### src/design/btt_pkg.sv
// Shared types, constants and the slot hash for the bound transposition table.
// No dependencies; imported by every module of the block.
`default_nettype none

package btt_pkg;

    // Default table size, as log2 of the slot count
    localparam int BTT_INDEX_BITS = 16;

    localparam int KEY_W   = 63;
    localparam int TAG_W   = 64;
    localparam int SCORE_W = 8;

    // Operation codes carried in the input tuser
    localparam logic [1:0] FUNC_PROBE = 2'd0;
    localparam logic [1:0] FUNC_LOWER = 2'd1;
    localparam logic [1:0] FUNC_UPPER = 2'd2;

    // Bound values reported when a bound is not known
    localparam logic signed [SCORE_W-1:0] UNSET_LOWER = -8'sd127;
    localparam logic signed [SCORE_W-1:0] UNSET_UPPER = 8'sd127;

    // Flag bit positions within an entry
    localparam int FLAG_LOWER = 0;
    localparam int FLAG_UPPER = 1;

    // One table slot: owner tag (zero = empty), both bounds and their flags
    typedef struct packed {
        logic [TAG_W-1:0]          tag;
        logic signed [SCORE_W-1:0] lower;
        logic signed [SCORE_W-1:0] upper;
        logic [1:0]                flags;
    } entry_t;

    // One result item
    typedef struct packed {
        logic                      hit;
        logic signed [SCORE_W-1:0] lower_bound;
        logic signed [SCORE_W-1:0] upper_bound;
        logic                      evicted;
        logic                      updated;
    } result_t;

    // Write-back request toward the slot memory
    typedef struct packed {
        logic   en;
        entry_t data;
    } wr_req_t;

    // Fold the key onto itself; the caller keeps the low index bits
    function automatic logic [TAG_W-1:0] btt_fold(input logic [KEY_W-1:0] key);
        logic [TAG_W-1:0] h;
        h = {1'b0, key} ^ ({1'b0, key} >> 23);
        h = h ^ (h >> 41);
        return h;
    endfunction

endpackage

`default_nettype wire

### src/design/btt_update.sv
// Modify stage of the read-modify-write: decides hit, eviction and bound
// tightening from the slot read back. Uses btt_pkg types and constants.
`default_nettype none

module btt_update
    import btt_pkg::*;
(
    input  wire logic [1:0]                func,
    input  wire logic [KEY_W-1:0]          key,
    input  wire logic signed [SCORE_W-1:0] score,
    input  entry_t                         held,
    output wr_req_t                        wr_req,
    output result_t                        result
);

    logic [TAG_W-1:0] tag;
    logic             match;
    logic [1:0]       base_flags;
    logic             tighten_lower;
    logic             tighten_upper;

    assign tag   = {1'b0, key} + {{(TAG_W-1){1'b0}}, 1'b1};
    assign match = (held.tag == tag);

    // A store to a slot owned by another tag starts with no bounds set
    assign base_flags = match ? held.flags : 2'b00;

    assign tighten_lower = !(base_flags[FLAG_LOWER] && (score <= held.lower));
    assign tighten_upper = !(base_flags[FLAG_UPPER] && (score >= held.upper));

    always_comb
    begin
        result.hit         = 1'b0;
        result.lower_bound = UNSET_LOWER;
        result.upper_bound = UNSET_UPPER;
        result.evicted     = 1'b0;
        result.updated     = 1'b0;

        wr_req.en          = 1'b0;
        wr_req.data.tag    = tag;
        wr_req.data.lower  = held.lower;
        wr_req.data.upper  = held.upper;
        wr_req.data.flags  = base_flags;

        case (func)
            FUNC_PROBE:
            begin
                // On a hit report each stored bound whose flag is set, unset values otherwise
                if (match)
                begin
                    result.hit = 1'b1;
                    if (held.flags[FLAG_LOWER])
                    begin
                        result.lower_bound = held.lower;
                    end
                    if (held.flags[FLAG_UPPER])
                    begin
                        result.upper_bound = held.upper;
                    end
                end
            end
            FUNC_LOWER:
            begin
                wr_req.en      = 1'b1;
                result.evicted = (held.tag != '0) && !match;
                if (tighten_lower)
                begin
                    wr_req.data.lower             = score;
                    wr_req.data.flags[FLAG_LOWER] = 1'b1;
                    result.updated                = 1'b1;
                end
            end
            FUNC_UPPER:
            begin
                wr_req.en      = 1'b1;
                result.evicted = (held.tag != '0) && !match;
                if (tighten_upper)
                begin
                    wr_req.data.upper             = score;
                    wr_req.data.flags[FLAG_UPPER] = 1'b1;
                    result.updated                = 1'b1;
                end
            end
            default:
            begin
                // Unused operation code: table untouched, answer as a miss
            end
        endcase
    end

endmodule

`default_nettype wire

### config.mk
export PLATFORM = sky130hd
export DESIGN_NAME = btt_update
export DESIGN_NICKNAME = d
export VERILOG_FILES = /design/src/design/btt_pkg.sv /design/src/design/btt_update.sv
export SDC_FILE = /design/constraint.sdc
export NUM_CORES = 1
export LEC_CHECK = 0
export ABC_CLOCK_PERIOD_IN_PS = 4220
export BUFFER_PORTS_ARGS = -buffer_cell sky130_fd_sc_hd__buf_2
export CAP_MARGIN = 25
export CORE_UTILIZATION = 43
export DETAILED_ROUTE_END_ITERATION = 8
export PLACE_DENSITY = 0.82
export SLEW_MARGIN = 20
export SYNTH_ARGS = -nofsm -noshare
export SYNTH_HDL_FRONTEND = slang
export SYNTH_SLANG_ARGS = --single-unit
### constraint.sdc
create_clock -name vclk -period 4.22
set_input_delay 0.422 -clock vclk [all_inputs]
set_output_delay 0.422 -clock vclk [all_outputs]
set_load 0.02 [all_outputs]
## Word-level counts from Yosys, hierarchy flattened

Cells that the tools add are included.
W data, S select, Z words.

| cells by class | value |
|---|---|
| add/sub/neg operators | 1 |
| div/mod/pow operators | 0 |
| magnitude comparators | 2 |
| reductions and logical operators | 7 |
| equal/unequal tests | 3 |
| multiply operators | 0 |
| shift operators | 0 |
| bitwise gates (word level) | 0 |
| muxes and demuxes | 15 |

Operators with widths:

| kind | number |
|---|---|
| $add A63 B1 Y64 const B | 1 |
| $eq A64 B64 Y1 | 1 |
| $reduce_bool A64 Y1 | 1 |
| $mux W17 | 2 |
| $mux W8 | 4 |
| $mux W9 | 2 |
| $ge A8 B8 Y1 | 1 |
| $le A8 B8 Y1 | 1 |
| $mux W1 | 5 |
| $pmux W2 S2 | 1 |
| $logic_and A1 B1 Y1 | 3 |
| $eq A2 B1 Y1 const B | 1 |
| $eq A2 B2 Y1 const B | 1 |
| $logic_not A2 Y1 | 1 |
| $mux W2 | 1 |
| $reduce_or A2 Y1 | 1 |
| $logic_not A1 Y1 | 1 |

| word-level totals | value |
|---|---|
| ROM bits | 0 |
| memories | 0 |
| output and inout bits | 102 |
| bits in registers | 0 |
| RAM bits | 0 |
| bits in latches | 0 |
| input bits | 155 |

## Logic depth before layout (Yosys ltp)

| logic depth | value |
|---|---|
| depth in word-level cells | 6 |
| gate-level depth with buffers | 14 |

## Worst setup path before layout

No wires, ideal clock.

| timing path | value |
|---|---|
| path type | input-to-output |
| start | input port key[2] |
| end | output port wr_req[9] (netlist bit) |
| setup slack | -0.670 ns |
| stages on the path | 12 |
| data required time | 3.798 ns |
| arrival time | 4.468 ns |
| path buffers | 2 |
| cells stage by stage | buf_4 nand3_1 or4_1 clkbuf_1 or3_1 nor3_1 xor2_1 or4_1 nor4_1 nand4_2 o41ai_4 mux2_1 |

RTL lines:

| what | RTL line | source |
|---|---|---|
| from (decl) | btt_update.sv:9 | `input wire logic [KEY_W-1:0] key,` |
| to (decl) | btt_update.sv:12 | `output wr_req_t wr_req,` |

==> key figures <==
Outcome
  – Outcome: complete, but fails checks
  – Failing checks: setup timing

STA
  – Final Critical Period: 4230 ps
  – Setup violations, final: 3
  – Actual slew at the worst max-slew pin: 727 ps
  – TNS Setup: -26.1 ps
  – Period utilisation layout: 100%
  – WHS: 1130 ps
  – FMAX: 236 MHz
  – Fin. max-slew vios: 0
  – RSZ-0062 raised after global routing: true
  – Final Hold Viols: 0
  – Final worst setup slack: -12.5 ps
  – Slew HR: 51.1%

Synthesis
  – Avg Cell Area, Syn: 7.22 um2
  – Syn Inst Count: 621
  – Largest area contributor in the netlist: xnor2_1
  – Total nets after synthesis: 796
  – Register area share after synthesis: 0%
  – Most frequent cell after synthesis: xnor2_1
  – Commonest cells in the netlist: xnor2_1 (65), xor2_1 (52), nand4_1 (43)
  – Post-synthesis cell type count: 73
  – Synth top area share: 12.7%
  – Yosys Warn Count: 0
  – Largest cells by area after synthesis: xnor2_1 (13%), xor2_1 (10%), nand4_1 (6.0%)
  – Mapped Area: 4480 um2

Setup path
  – WP data arrival: 3810 ps
  – Worst-path maximum fanout: 5
  – Worst Path Required: 3800 ps
  – Startpoint types: primary input
  – Crit path kind: in2out
  – CP Capture Type: primary output

Route
  – Vias: 7109
  – DRT iter0 DRCs: 770
  – DRC violations left: 0
  – Per-cell routed wire length: 20.5 um
  – First-pass DRT Iterations: 5
  – WL final: 24200 um
  – Post-route ant nets: 0
  – Vias/cell: 6.01

Layout
  – FF/Latch Area: 0 um2
  – # nets final: 1226
  – ANT cells: 0
  – P&R area growth vs syn: 74.8%
  – Seq cells: 0
  – Share of cells above drive strength 1: 51.9%
  – Fillers: 741
  – Clock buffers: 0

Pwr
  – Peak VDD IR: 0.0600 mV
  – Lkg Pwr: 3.85 nW
  – PwrDens: 87.1 nW/um2

Clock network
  – CTS Hold Bufs: 0

GRT
  – First-pass GRT wire length: 36200 um
  – Gr busiest metal: met2
  – Vias in the first global route: 6814
  – Tot GR Track Use: 41.8%
  – Pin count of the biggest net entering global routing: 14
  – Met1 usage: 50.7%
  – Grt total ovfl: 0
  – Met3 Track Usage GR: 10.3%
  – Met2 usage: 71.1%
  – Antenna violations before repair: 0

Die
  – Cell Rows: 36
  – Total core area: 9950 um2
  – I/O pin count: 257
  – Die height: 104 um
  – Die ar.: 10800 um2
  – Starting Density: 45.0%
  – Die W: 104 um

Place
  – DP Wirelength: 20300 um
  – Setup WS pre-CTS: -214 ps
  – PortBufs: 257
  – GPL Wtd Cong: 1.12

Min path
  – Worst Hold Path Cells: 3
  – Hold Path Sink: wr_req[18]
  – Hold path startpoint: key[0]
  – Worst hold path class: in2out

Job
  – Maxcap violations: 0
-- report_power, final --
part	internal [mW]	switching (mW)
clock	0	0
combinational	0.312	0.370
sequential	0	0
-- cell families after synthesis --
group | Yosys count | synth area share, %
muxes | 18 | 4.47
AOI/OAI and AO/OA | 76 | 12.7
and+or+nand+nor | 309 | 42.6
buffers and inverters | 70 | 6.56
adders and majority gates | 21 | 5.81
xor gates and xnor gates | 127 | 27.9
-- per-stage QoR --
stage / area, um2 / power, mW / instances / utilization (%)
after floorplan: 4650 / 0.322 / 621 / -
after global placement: 7340 / 0.617 / 1166 / 73.7
after detailed placement: 7340 / 0.626 / 1166 / 73.7
after CTS: 7620 / 0.648 / 1176 / 76.5
after global routing: 7830 / 0.716 / 1182 / 78.7
final: 7830 / 0.682 / 1182 / 78.7
-- critical path, stage by stage --
cell      delay, ps
clkbuf_4        150
nand3_4         120
or4_4           520
or3_4           370
nor3_4          230
xor2_2          130
or4_4           440
nor4_4          270
nand4_4         180
o41ai_4         300
buf_4           230
mux2_4          320
buf_6           130
-- final cells by class --
| class | instances | area (um2) | share of cell area [%] |
|---|---|---|---|
| Timing Repair Buffer | 463 | 3050 | 38.9 |
| Inverter | 35 | 131 | 1.68 |
| Tap cell | 133 | 166 | 2.12 |
| Multi-Input combinational cell | 551 | 4490 | 57.3 |
-- per-layer routing --
layer	vias to the layer above	wire [um]
li1	3196	-
met1	3269	9000
met2	537	11300
met3	107	2720
met4	0	1120
met5	-	0
-- placed cells by master (no fill, tap or decap), drive strengths merged, types with 6 or more instances in the layout --
cell    count
or3         6
nand2b     10
nor4       43
and4       14
nand4      48
nor2b       6
a21oi       7
ha         20
and3       20
buf       461
nand2      39
xor2       52
a31oi       7
o21ai      17
nor3       24
xnor2      66
or4         9
inv        33
mux2       16
nand3      37
nor2       29
-- how the worst max path moves through the flow --
stage	from	end	slack, ps	depth (start not counted)
after floorplan	key[3]	wr_req[2]	-190	12
after global placement	key[6]	wr_req[5]	-180	18
after detailed placement	key[0]	wr_req[3]	-210	15
after CTS	key[13]	wr_req[13]	-20	14
after global routing	key[2]	wr_req[7]	-140	16
final	key[2]	wr_req[7]	-10	13
-- what timing repair did --
item	4_1_cts	5_1_grt
cloned	1	0
resized for setup	46	42
pin swaps	16	3
setup endpoints to repair	16	29
setup buffers	9	6
No activity file was read; power rests on OpenSTA's default activity.
